<file path="src/rtl/core/crsf_pkg.sv">
// Shared types and constants for the column range select filter.
package crsf_pkg;

  // Configuration register indexes.
  localparam int unsigned CFG_INDEX_WIDTH = 3;
  localparam logic [CFG_INDEX_WIDTH-1:0] REG_LOW_VALUE      = 3'd0;
  localparam logic [CFG_INDEX_WIDTH-1:0] REG_HIGH_VALUE     = 3'd1;
  localparam logic [CFG_INDEX_WIDTH-1:0] REG_HIGH_GIVEN     = 3'd2;
  localparam logic [CFG_INDEX_WIDTH-1:0] REG_LOW_INCLUSIVE  = 3'd3;
  localparam logic [CFG_INDEX_WIDTH-1:0] REG_HIGH_INCLUSIVE = 3'd4;
  localparam logic [CFG_INDEX_WIDTH-1:0] REG_ANTI_MODE      = 3'd5;

  // Reset values of the flag registers.
  localparam logic HIGH_GIVEN_RESET     = 1'b1;
  localparam logic LOW_INCLUSIVE_RESET  = 1'b0;
  localparam logic HIGH_INCLUSIVE_RESET = 1'b0;
  localparam logic ANTI_MODE_RESET      = 1'b0;

  // Normalized form of the predicate after all special cases are folded in.
  typedef struct packed {
    logic empty;   // nothing qualifies
    logic equi;    // point select: value key must equal the low key
    logic anti;    // complement of the range
    logic lval;    // low bound is active
    logic hval;    // high bound is active
    logic li;      // low bound inclusive
    logic hi;      // high bound inclusive
  } crsf_flags_t;

endpackage

</file>
<file path="src/rtl/core/crsf_decode.sv">
// Folds the range predicate registers into a normalized bound pair and flags.
module crsf_decode
  import crsf_pkg::*;
#(
  parameter int unsigned DATA_WIDTH = 32
) (
  input  logic [DATA_WIDTH-1:0] low_value,
  input  logic [DATA_WIDTH-1:0] high_value,
  input  logic                  high_given,
  input  logic                  low_inclusive,
  input  logic                  high_inclusive,
  input  logic                  anti_mode,
  output crsf_flags_t           flags,
  output logic [DATA_WIDTH-1:0] low_key,
  output logic [DATA_WIDTH-1:0] high_key
);

  // Flipping the sign bit gives an unsigned key with the same order; nil maps to zero.
  localparam logic [DATA_WIDTH-1:0] SIGN = {1'b1, {(DATA_WIDTH-1){1'b0}}};

  always_comb begin
    logic [DATA_WIDTH-1:0] tl;
    logic [DATA_WIDTH-1:0] th;
    logic [DATA_WIDTH-1:0] tv;
    logic lnil;
    logic lval;
    logic hval;
    logic equi;
    logic anti;
    logic li;
    logic hi;
    logic tb;
    logic empty;

    tl    = low_value ^ SIGN;
    th    = high_value ^ SIGN;
    tv    = '0;
    tb    = 1'b0;
    lnil  = (tl == '0);
    lval  = !lnil || !high_given;
    equi  = !high_given || (lval && (tl == th));
    anti  = anti_mode;
    li    = low_inclusive;
    hi    = high_inclusive;
    empty = 1'b0;

    if (equi) begin
      if (!high_given) begin
        hi = li;
      end
      th   = tl;
      hval = 1'b1;
    end else begin
      hval = (th != '0);
    end

    if (anti) begin
      if (lval != hval) begin
        // One open side: the complement is a plain range over the other side.
        tv   = tl;
        tb   = li;
        li   = !hi;
        hi   = !tb;
        tl   = th;
        th   = tv;
        tb   = lval;
        lval = hval;
        hval = tb;
        anti = 1'b0;
      end else if (!lval && !hval) begin
        empty = 1'b1;
      end else if (equi && lnil) begin
        // Complement of the nil point select is every non-nil value.
        equi = 1'b0;
        anti = 1'b0;
        lval = 1'b0;
        hval = 1'b0;
      end else begin
        equi = 1'b0;
      end
    end

    if (hval && ((equi && !(li && hi)) || (tl > th))) begin
      empty = 1'b1;
    end

    flags.empty = empty;
    flags.equi  = equi;
    flags.anti  = anti;
    flags.lval  = lval;
    flags.hval  = hval;
    flags.li    = li;
    flags.hi    = hi;
    low_key     = tl;
    high_key    = th;
  end

endmodule

</file>
<file path="src/rtl/core/column_range_select_filter.sv">
// Top level of the column range select filter: config registers and the two-stage datapath.
// Path: input register, then result register. Throughput: one item per cycle while the
// output is taken; the input register and the result register each hold one item, so the
// block takes one more item while a finished result waits to be taken.
// Reset: rst is synchronous and active high; it empties both stages, holds s_tready low,
// and returns the predicate registers to nil bounds, high given, exclusive, not anti.
module column_range_select_filter
  import crsf_pkg::*;
#(
  parameter int unsigned DATA_WIDTH   = 32,
  parameter int unsigned ROW_ID_WIDTH = 32
) (
  input  logic clk,
  input  logic rst,

  input  logic                       cfg_we,
  input  logic [CFG_INDEX_WIDTH-1:0] cfg_index,
  input  logic [DATA_WIDTH-1:0]      cfg_data,

  input  logic                                                 s_tvalid,
  output logic                                                 s_tready,
  // Fields from bit 0: row_id, value, zero fill.
  input  logic [((ROW_ID_WIDTH + DATA_WIDTH + 7) / 8) * 8-1:0] s_tdata,
  input  logic                                                 s_tlast,

  output logic                                      m_tvalid,
  input  logic                                      m_tready,
  // Fields from bit 0: match_row_id, zero fill.
  output logic [((ROW_ID_WIDTH + 7) / 8) * 8-1:0]   m_tdata,
  // Fields from bit 0: selected.
  output logic                                      m_tuser,
  output logic                                      m_tlast
);

  localparam int unsigned OUT_W = ((ROW_ID_WIDTH + 7) / 8) * 8;
  localparam logic [DATA_WIDTH-1:0] SIGN = {1'b1, {(DATA_WIDTH-1){1'b0}}};

  // Predicate registers.
  logic [DATA_WIDTH-1:0] low_value;
  logic [DATA_WIDTH-1:0] high_value;
  logic                  high_given;
  logic                  low_inclusive;
  logic                  high_inclusive;
  logic                  anti_mode;

  always_ff @(posedge clk) begin
    if (rst) begin
      low_value      <= SIGN;
      high_value     <= SIGN;
      high_given     <= HIGH_GIVEN_RESET;
      low_inclusive  <= LOW_INCLUSIVE_RESET;
      high_inclusive <= HIGH_INCLUSIVE_RESET;
      anti_mode      <= ANTI_MODE_RESET;
    end else if (cfg_we) begin
      case (cfg_index)
        REG_LOW_VALUE:      low_value      <= cfg_data;
        REG_HIGH_VALUE:     high_value     <= cfg_data;
        REG_HIGH_GIVEN:     high_given     <= cfg_data[0];
        REG_LOW_INCLUSIVE:  low_inclusive  <= cfg_data[0];
        REG_HIGH_INCLUSIVE: high_inclusive <= cfg_data[0];
        REG_ANTI_MODE:      anti_mode      <= cfg_data[0];
        default: begin
        end
      endcase
    end
  end

  crsf_flags_t           flags;
  logic [DATA_WIDTH-1:0] low_key;
  logic [DATA_WIDTH-1:0] high_key;

  crsf_decode #(
    .DATA_WIDTH(DATA_WIDTH)
  ) u_decode (
    .low_value     (low_value),
    .high_value    (high_value),
    .high_given    (high_given),
    .low_inclusive (low_inclusive),
    .high_inclusive(high_inclusive),
    .anti_mode     (anti_mode),
    .flags         (flags),
    .low_key       (low_key),
    .high_key      (high_key)
  );

  // Input stage.
  logic                    in_valid;
  logic [ROW_ID_WIDTH-1:0] in_row_id;
  logic [DATA_WIDTH-1:0]   in_value;
  logic                    in_last;
  logic                    advance;

  assign advance  = !m_tvalid || m_tready;
  assign s_tready = !rst && (!in_valid || advance);

  always_ff @(posedge clk) begin
    if (rst) begin
      in_valid <= 1'b0;
    end else if (s_tready) begin
      in_valid <= s_tvalid;
    end
  end

  always_ff @(posedge clk) begin
    if (s_tvalid && s_tready) begin
      in_row_id <= s_tdata[ROW_ID_WIDTH-1:0];
      in_value  <= s_tdata[ROW_ID_WIDTH +: DATA_WIDTH];
      in_last   <= s_tlast;
    end
  end

  // Range test against the normalized bounds.
  logic [DATA_WIDTH-1:0] vkey;
  logic                  low_ok;
  logic                  high_ok;
  logic                  anti_hit;
  logic                  selected_next;

  assign vkey     = in_value ^ SIGN;
  assign low_ok   = !flags.lval || (low_key < vkey) || (flags.li && (low_key == vkey));
  assign high_ok  = !flags.hval || (high_key > vkey) || (flags.hi && (high_key == vkey));
  assign anti_hit = (flags.lval && ((low_key > vkey) || (!flags.li && (low_key == vkey)))) ||
                    (flags.hval && ((high_key < vkey) || (!flags.hi && (high_key == vkey))));

  always_comb begin
    if (flags.empty) begin
      selected_next = 1'b0;
    end else if (flags.equi) begin
      selected_next = (vkey == low_key);
    end else if (vkey == '0) begin
      selected_next = 1'b0;
    end else if (flags.anti) begin
      selected_next = anti_hit;
    end else begin
      selected_next = low_ok && high_ok;
    end
  end

  // Result stage.
  logic [ROW_ID_WIDTH-1:0] out_row_id;

  always_ff @(posedge clk) begin
    if (rst) begin
      m_tvalid <= 1'b0;
    end else if (advance) begin
      m_tvalid <= in_valid;
    end
  end

  always_ff @(posedge clk) begin
    if (advance && in_valid) begin
      out_row_id <= in_row_id;
      m_tuser    <= selected_next;
      m_tlast    <= in_last;
    end
  end

  assign m_tdata = OUT_W'(out_row_id);

  // A transfer in always lands in the input stage.
  assert property (@(posedge clk) disable iff (rst)
    (s_tvalid && s_tready) |=> in_valid)
    else $error("accepted item missing from input stage");

  // An item in the input stage moves to the result stage when that stage frees up.
  assert property (@(posedge clk) disable iff (rst)
    (in_valid && advance) |=> m_tvalid)
    else $error("item lost between input and result stages");

  // With nothing behind it, a taken result leaves the output empty.
  assert property (@(posedge clk) disable iff (rst)
    (m_tvalid && m_tready && !in_valid) |=> !m_tvalid)
    else $error("result repeated on the output");

  // After folding, a complement is never a point select.
  assert property (@(posedge clk) disable iff (rst)
    !(flags.anti && flags.equi))
    else $error("decoded predicate is both anti and point select");

endmodule

</file>
<file path="config.mk">
export PLATFORM = sky130hd
export DESIGN_NAME = column_range_select_filter
export DESIGN_NICKNAME = d
export VERILOG_FILES = /design/src/rtl/core/crsf_pkg.sv /design/src/rtl/core/crsf_decode.sv /design/src/rtl/core/column_range_select_filter.sv
export SDC_FILE = /design/constraint.sdc
export NUM_CORES = 1
export LEC_CHECK = 0
export ABC_AREA = 1
export ABC_CLOCK_PERIOD_IN_PS = 6600
export BUFFER_PORTS_ARGS = -buffer_cell sky130_fd_sc_hd__buf_2
export CAP_MARGIN = 0
export CORE_ASPECT_RATIO = 1.5
export CORE_MARGIN = 8
export CORE_UTILIZATION = 60
export DETAILED_ROUTE_END_ITERATION = 8
export PLACE_DENSITY = 0.83
export SLEW_MARGIN = 20
export SYNTH_ARGS = -nofsm -noshare
export SYNTH_HDL_FRONTEND = slang
export SYNTH_HIERARCHICAL = 1
export SYNTH_SLANG_ARGS = --single-unit
export TNS_END_PERCENT = 30
</file>
<file path="constraint.sdc">
create_clock -name clk -period 6.6 [get_ports clk]
set_input_delay 0 -clock clk [delete_from_list [all_inputs] [get_ports clk]]
set_output_delay 0 -clock clk [all_outputs]
set_load 0.005 [all_outputs]
</file>
==> metrics.md, run 1 <==
| Metric | Value |
|---|---|
| Die area | between 20,000 and 25,000 sq um |
| Initial antenna violation count | 1 |
| Worst VDD drop | around 0.0002 V |
| Placed insts | approximately 1,700 |
| Synth Cell Area | a little over 10,000 sq um |
| CTS tree | built |
| Die Wd | 123 um |
| Leading area contributor after synthesis | edfxtp_1 |
| Setup TNS | 0 ps |
| Top cells by area, synth | edfxtp_1, nand2_1, dfxtp_1, ha_1, nor2_1 |
| Crit path max fanout | 66 |
| Clock latency at the later pin of the worst-skew pair | approximately 450 ps |
| Seq/Total Area, Yosys | a little over two fifths |
| Total gr overflow | 0 |
| Final Cell Area | around 13,000 sq um |
| NumNets Final | ~1,800 |
| Crit path capture type | flop |
| Final slew viol count | 0 |
| Compound-Gate Fraction of Synth Area | under 10% |
| FF+latch count, synth | roughly 170 |
| Port buffer count | 140 |
| Hold Crit Class | primary input to flop |
| GR Util met1 | a little over a quarter |
| DR WL/cell | between 15 and 20 um |
| Area grow syn2layout | 24.4% |
| Xor/xnor share of the synthesized area | approximately 1.8% |
| FP Rows | about 60 |
| Status | finished, final reports clean |
| Syn nets | about 1,600 |
| Post-synthesis mux area share | 0% |
| Period utilization | roughly three quarters |
| Final setup fails | 0 |
| FILL cells | roughly 1,300 |
| DRC viols | 0 |
| Max Fclk | roughly 0.21 GHz |
| Clock Skew | between 15 and 20 ps |
| M3 GR Usage | under 10% |
| Drt pass-1 iters | 6 |
| Largest net degree at the start of global routing | 67 |
| Setup crit start kind | flop |
| Most common cell after layout, fill and taps aside | nand2_1 |
| Synth Warn # | 6 |
| Ys flop type | edfxtp_1 |
| Syn avg cell area | about 7.6 sq um |
| Worst endpoint data arrival time | a little over 5000 ps |
| All-Layer GR Usage | 29.3% |
| P per Cell Area | between 200 and 250 nW/um^2 |
| Final GP Congestion | approximately 0.94 |
| Leak | between 6 and 7 nW |
| First-pass GRT wire length | just under 50 mm |
| Worst-Margin Slew | 1110 ps |
| Clock slew seen by the registers of the worst setup and hold paths | ~80 ps |
| Max Buffers Root-to-Sink | 2 |
| Post-route ant nets | 0 |
| Fin. Hold Viols | 0 |
| CTS resizes | 0 |
| Root buffer cell | clkbuf_16 |
| # H-tree levels | 4 |
| Post-synth EDFFs | 99 |
| Share of layout cells above drive strength 1 | about 15% |
| Via count | 10,100 |
| Asr flop ratio synth | 0% |
| CP Class | flop to flop |
| Vias in the first global route | 10,500 |
| WL final | approximately 31 mm |
| Commonest non-fill, non-tap cells in the layout | nand2_1, nor2_1, inv_1 |
| HPWL after DPL | approximately 21 mm |
| Initial drt markers | 805 |
| RSZ-0062 raised after global routing | no |
| I/O pin count | roughly 140 |
| Vias per inst | 5.53 |
| Initial Util | between 60 and 70% |
| Inserted Clock Buffers | 17 |
| Crit path max-delay cell type | buf_4 |
| Synth cell types | between 40 and 50 |
| Area post-placement | about 11,000 sq um |
| Crit path top cell by count | nand2_1 |
| Placeable Area | about 17,000 sq um |
| Min Hold Slack | roughly 260 ps |
| Synth Instances | between 1,000 and 1,500 |
| Data required, critical path | 6790 ps |
| Cell Count, Final, Fillers Out | 1,824 |
| Post-Synth Simple-Gate Area | between 20% and 30% |
| Pwr Total | between 2 and 3 mW |
| Largest family of logic cells by synthesized area | simple AND/OR/NAND/NOR gates |
| Max-slew headroom | approximately a quarter |
| Met2 Usage GRT | between 50% and 60% |
| Top-area cell type share of the netlist area | about 29% |
| Die H | 177 um |
| Synth Area in Adders | a little under an eighth |
| Max-cap violations | 0 |
| Tmin final | approximately 4900 ps |
| Num Clock Sinks | about 170 |
| CP max stage delay | approximately 530 ps |
| GRT busiest layer | met2 |
==> cells by family (layout without fill, tap and decap cells) <==
kind of cell | Yosys count | in the layout
other | 0 | 1
xor gates and xnor gates | 21 | 21
AOI/OAI and AO/OA | 150 | 150
buffers and inverters | 229 | 476
adders and majority gates | 98 | 98
and+or+nand+nor | 696 | 696
DFF | 169 | 169
==> cells in the mapped netlist (all sizes together) (2+ instances only) <==
cell	count
nand2	413
inv	189
nor2	176
edfxtp	99
ha	98
o21ai	85
dfxtp	70
a21oi	56
nand3	54
nand4	25
clkbuf	24
xnor2	21
buf	15
nor4	14
nor3	6
o21a	4
a31oi	2
nand3b	2
nor3b	2
==> area by class of cell <==
type | count | area [sq um] | share of cell area (%)
multi-input combinational | 965 | 5100 | 39.5
sequential | 169 | 4370 | 33.9
timing repair buffer | 254 | 1840 | 14.3
inverter | 190 | 718 | 5.57
clock buffer | 17 | 425 | 3.30
tap | 213 | 267 | 2.07
clock inverter | 15 | 178 | 1.38
antenna | 1 | 2.50 | 0.0194
==> routing by layer <==
metal  part of all wire [%]  routed length [um]  vias to the layer above
met4                    8.1                2510                        0
li1                       -                   -                     4866
met2                     53               16600                      430
met3                    5.9                1850                      174
met5                      0                   0                        -
met1                     33               10200                     4625
==> what timing repair did <==
action,in CTS,in global routing
hold buffers,106,0
endpoints found under the setup margin,0,0
buffers inserted,0,0
endpoints found under the hold margin,135,0
==> state kept, by name, indices dropped and copies added (netlist names), 32 cells and up <==
signal / cells
in_value: 32
high_value: 32
in_row_id: 32
m_tdata: 32
low_value: 32
==> where the power goes <==
group / internal, mW / total (mW) / switching, mW
clock network: 0.543 / 1.03 / 0.489
logic: 0.224 / 0.552 / 0.328
registers: 1.16 / 1.19 / 0.0320
==> worst max-delay path, delay by kind of cell, from the launching register on <==
kind,cells,cell delay [ps]
simple gates,21,2370
buf+inv,5,980
fa+ha+maj,2,620
flops,1,430
compound gates,2,210
==> per-stage QoR <==
| stage | setup slack [ps] | util [%] |
|---|---|---|
| after CTS | 1850 | 75.2 |
| after global placement | 1980 | 65.5 |
| after detailed placement | 1890 | 65.5 |
| after floorplan | 2650 | - |
| after global routing | 1160 | 75.3 |
| final | 1720 | 75.3 |
==> path summary, 6_finish.rpt <==
check	from	end	slack, ps	depth (start not counted)
max	high_value[0]$_SDFFE_PP0P_	m_tuser$_SDFFCE_PP0P_	1720	30
min	s_tdata[40]	in_value[8]$_DFFE_PP_	260	2
max reg2reg	high_value[0]$_SDFFE_PP0P_	m_tuser$_SDFFCE_PP0P_	1720	30
min reg2reg	in_row_id[4]$_DFFE_PP_	m_tdata[4]$_DFFE_PP_	420	0
No activity file was read; power rests on OpenSTA's default activity.
==> inputs of run 2 (changes only) <==
--- a/config.mk
+++ b/config.mk
@@ -6,14 +6,14 @@
 export NUM_CORES = 1
 export LEC_CHECK = 0
 export ABC_AREA = 1
-export ABC_CLOCK_PERIOD_IN_PS = 6600
+export ABC_CLOCK_PERIOD_IN_PS = 4150
 export BUFFER_PORTS_ARGS = -buffer_cell sky130_fd_sc_hd__buf_2
 export CAP_MARGIN = 0
 export CORE_ASPECT_RATIO = 1.5
 export CORE_MARGIN = 8
-export CORE_UTILIZATION = 60
+export CORE_UTILIZATION = 53
 export DETAILED_ROUTE_END_ITERATION = 8
-export PLACE_DENSITY = 0.83
+export PLACE_DENSITY = 0.77
 export SLEW_MARGIN = 20
 export SYNTH_ARGS = -nofsm -noshare
 export SYNTH_HDL_FRONTEND = slang
==> constraint.sdc (replaced) <==
create_clock -name clk -period 4.15 [get_ports clk]
set_input_delay 0 -clock clk [delete_from_list [all_inputs] [get_ports clk]]
set_output_delay 0 -clock clk [all_outputs]
set_load 0.005 [all_outputs]
==> metrics.md, run 2 (synthesis results as in run 1) <==
| Metric | Value |
|---|---|
| Switching part of the total power | 31.6% |
| Final Cell Area | around 13,000 sq um |
| Placeable Area | 19,200 sq um |
| Clock latency at the later pin of the worst-skew pair | 450 ps |
| I/O pin count | about 140 |
| Post-route ant nets | 0 |
| Worst VDD drop | about 0.00033 V |
| Int Power | roughly 3 mW |
| # H-tree levels | 4 |
| Fin. Hold Viols | 0 |
| Die Wd | approximately 130 um |
| Max-slew headroom | 45.9% |
| Most common cell after layout, fill and taps aside | nand2_1 |
| Sw Pwr | 1.41 mW |
| Vias per inst | 5.32 |
| Total gr overflow | 0 |
| FP Rows | just over 60 |
| Data required, critical path | between 4000 and 5000 ps |
| Placed insts | approximately 1,700 |
| Max Fclk | 0.248 GHz |
| Via count | between 10,000 and 15,000 |
| Final setup fails | 0 |
| Period utilization | ~97% |
| Final GP Congestion | around 0.92 |
| DRC viols | 0 |
| Max Buffers Root-to-Sink | 2 |
| DR WL/cell | between 15 and 20 um |
| Vias in the first global route | between 10,000 and 15,000 |
| CP Class | flop to flop |
| Tmin final | slightly above 4000 ps |
| Hold Crit Class | primary input to flop |
| Initial drt markers | 853 |
| Setup WS pre-CTS | ~52 ps |
| Num Clock Sinks | 169 |
| Clock Skew | around 19 ps |
| Die area | 24,400 sq um |
| Root buffer cell | clkbuf_16 |
| All-Layer GR Usage | between 20% and 30% |
| Max-cap violations | 0 |
| Cell Count, Final, Fillers Out | 1,885 |
| Drt pass-1 iters | 5 |
| Crit path capture type | flop |
| Combinational share of power | 20.4% |
| Clock power share | between 30% and 40% |
| Clock slew seen by the registers of the worst setup and hold paths | 80 ps |
| Worst-Margin Slew | 811 ps |
| Inserted Clock Buffers | 17 |
| Setup crit start kind | flop |
| Leak | 6.63 nW |
| HPWL after DPL | about 21 mm |
| NumNets Final | roughly 1,800 |
| Status | finished, final reports clean |
| P per Cell Area | roughly 340 nW/um^2 |
| First-pass GRT wire length | 48.0 mm |
| Pwr Total | 4.47 mW |
| Initial antenna violation count | 1 |
| Largest net degree at the start of global routing | 67 |
| Port buffer count | 140 |
| Die H | between 150 and 200 um |
| Area post-placement | 11,400 sq um |
| Crit path max fanout | 18 |
| Reg power frac | a little over two fifths |
| Setup TNS | 0 ps |
| Initial Util | around 54% |
| Area grow syn2layout | 28.3% |
| Worst setup margin | ~120 ps |
| CTS tree | built |
| Final slew viol count | 0 |
| Worst endpoint data arrival time | about 4200 ps |
| Share of layout cells above drive strength 1 | between 10% and 20% |
| WL final | a little over 30 mm |
| Commonest non-fill, non-tap cells in the layout | nand2_1, nor2_1, inv_1 |
-- run 2: per-stage QoR --
step                      utilization, %  hold slack [ps]
after floorplan                        -             69.1
after global placement              59.4              176
after detailed placement            59.4              178
after CTS                           68.3              238
after global routing                69.5              242
final                               69.5              259
-- run 2: cell type report --
| class | count | area (sq um) |
|---|---|---|
| Fill cell | 1587 | 5850 |
| Multi-Input combinational cell | 965 | 5160 |
| Sequential cell | 169 | 4410 |
| Timing Repair Buffer | 272 | 2070 |
| Inverter | 190 | 721 |
| Clock buffer | 17 | 425 |
| Tap cell | 256 | 320 |
| Clock inverter | 15 | 203 |
| Antenna cell | 1 | 2.50 |
-- run 2: repair_timing --
action | 4_1_cts | 5_1_grt
hold buffers | 107 | 0
gates resized for setup | 1 | 48
setup endpoints to repair | 1 | 1
pin swaps | 0 | 8
setup buffers | 0 | 1
cloned | 0 | 3
hold endpoints to repair | 135 | 0
-- run 2: power by group through the flow --
stage | Combinational, mW | Clock (mW) | Sequential, mW
final | 0.912 | 1.67 | 1.89
after global routing | 1.02 | 1.76 | 1.90
after CTS | 0.866 | 1.70 | 1.89
after detailed placement | 0.780 | 0 | 1.93
after global placement | 0.754 | 0 | 1.93
after floorplan | 0.548 | 0 | 1.92
-- run 2: worst max-delay path, cell delays in order (launching register included) --
cell     delay (ps)
dfxtp_2         350
nor4_1          430
nand4_1         210
nor2_1          280
nand2_1         130
inv_2           100
ha_4            210
nand2_4         110
inv_4            90
buf_12          160
nand2_1          60
nand2_1         230
ha_1            410
a21oi_1         190
o21ai_1          90
nand2_1          70
nand2_1          60
a21oi_2         120
nand2_1          60
nand2_1          80
nand3_1          90
nand2_1          80
nand2_1          50
nand2_1          70
a21oi_2          50
-- run 2: metal layers --
layer / GRT usage, % / share of wire [%] / vias to the layer above
met5: 0 / 0 / -
met4: 17.5 / 6.1 / 0
met3: 6.16 / 6.3 / 137
met2: 46.2 / 53 / 381
met1: 23.4 / 35 / 4593
li1: - / - / 4913
-- run 2: path summary, 6_finish.rpt --
| check | from | endpoint | slack (ps) | cells after the start |
|---|---|---|---|---|
| max | high_value[12]$_SDFFE_PP0P_ | m_tuser$_SDFFCE_PP0P_ | 120 | 24 |
| min | s_tdata[8] | in_row_id[8]$_DFFE_PP_ | 260 | 2 |
| max reg2reg | high_value[12]$_SDFFE_PP0P_ | m_tuser$_SDFFCE_PP0P_ | 120 | 24 |
| min reg2reg | in_row_id[11]$_DFFE_PP_ | m_tdata[11]$_DFFE_PP_ | 420 | 0 |
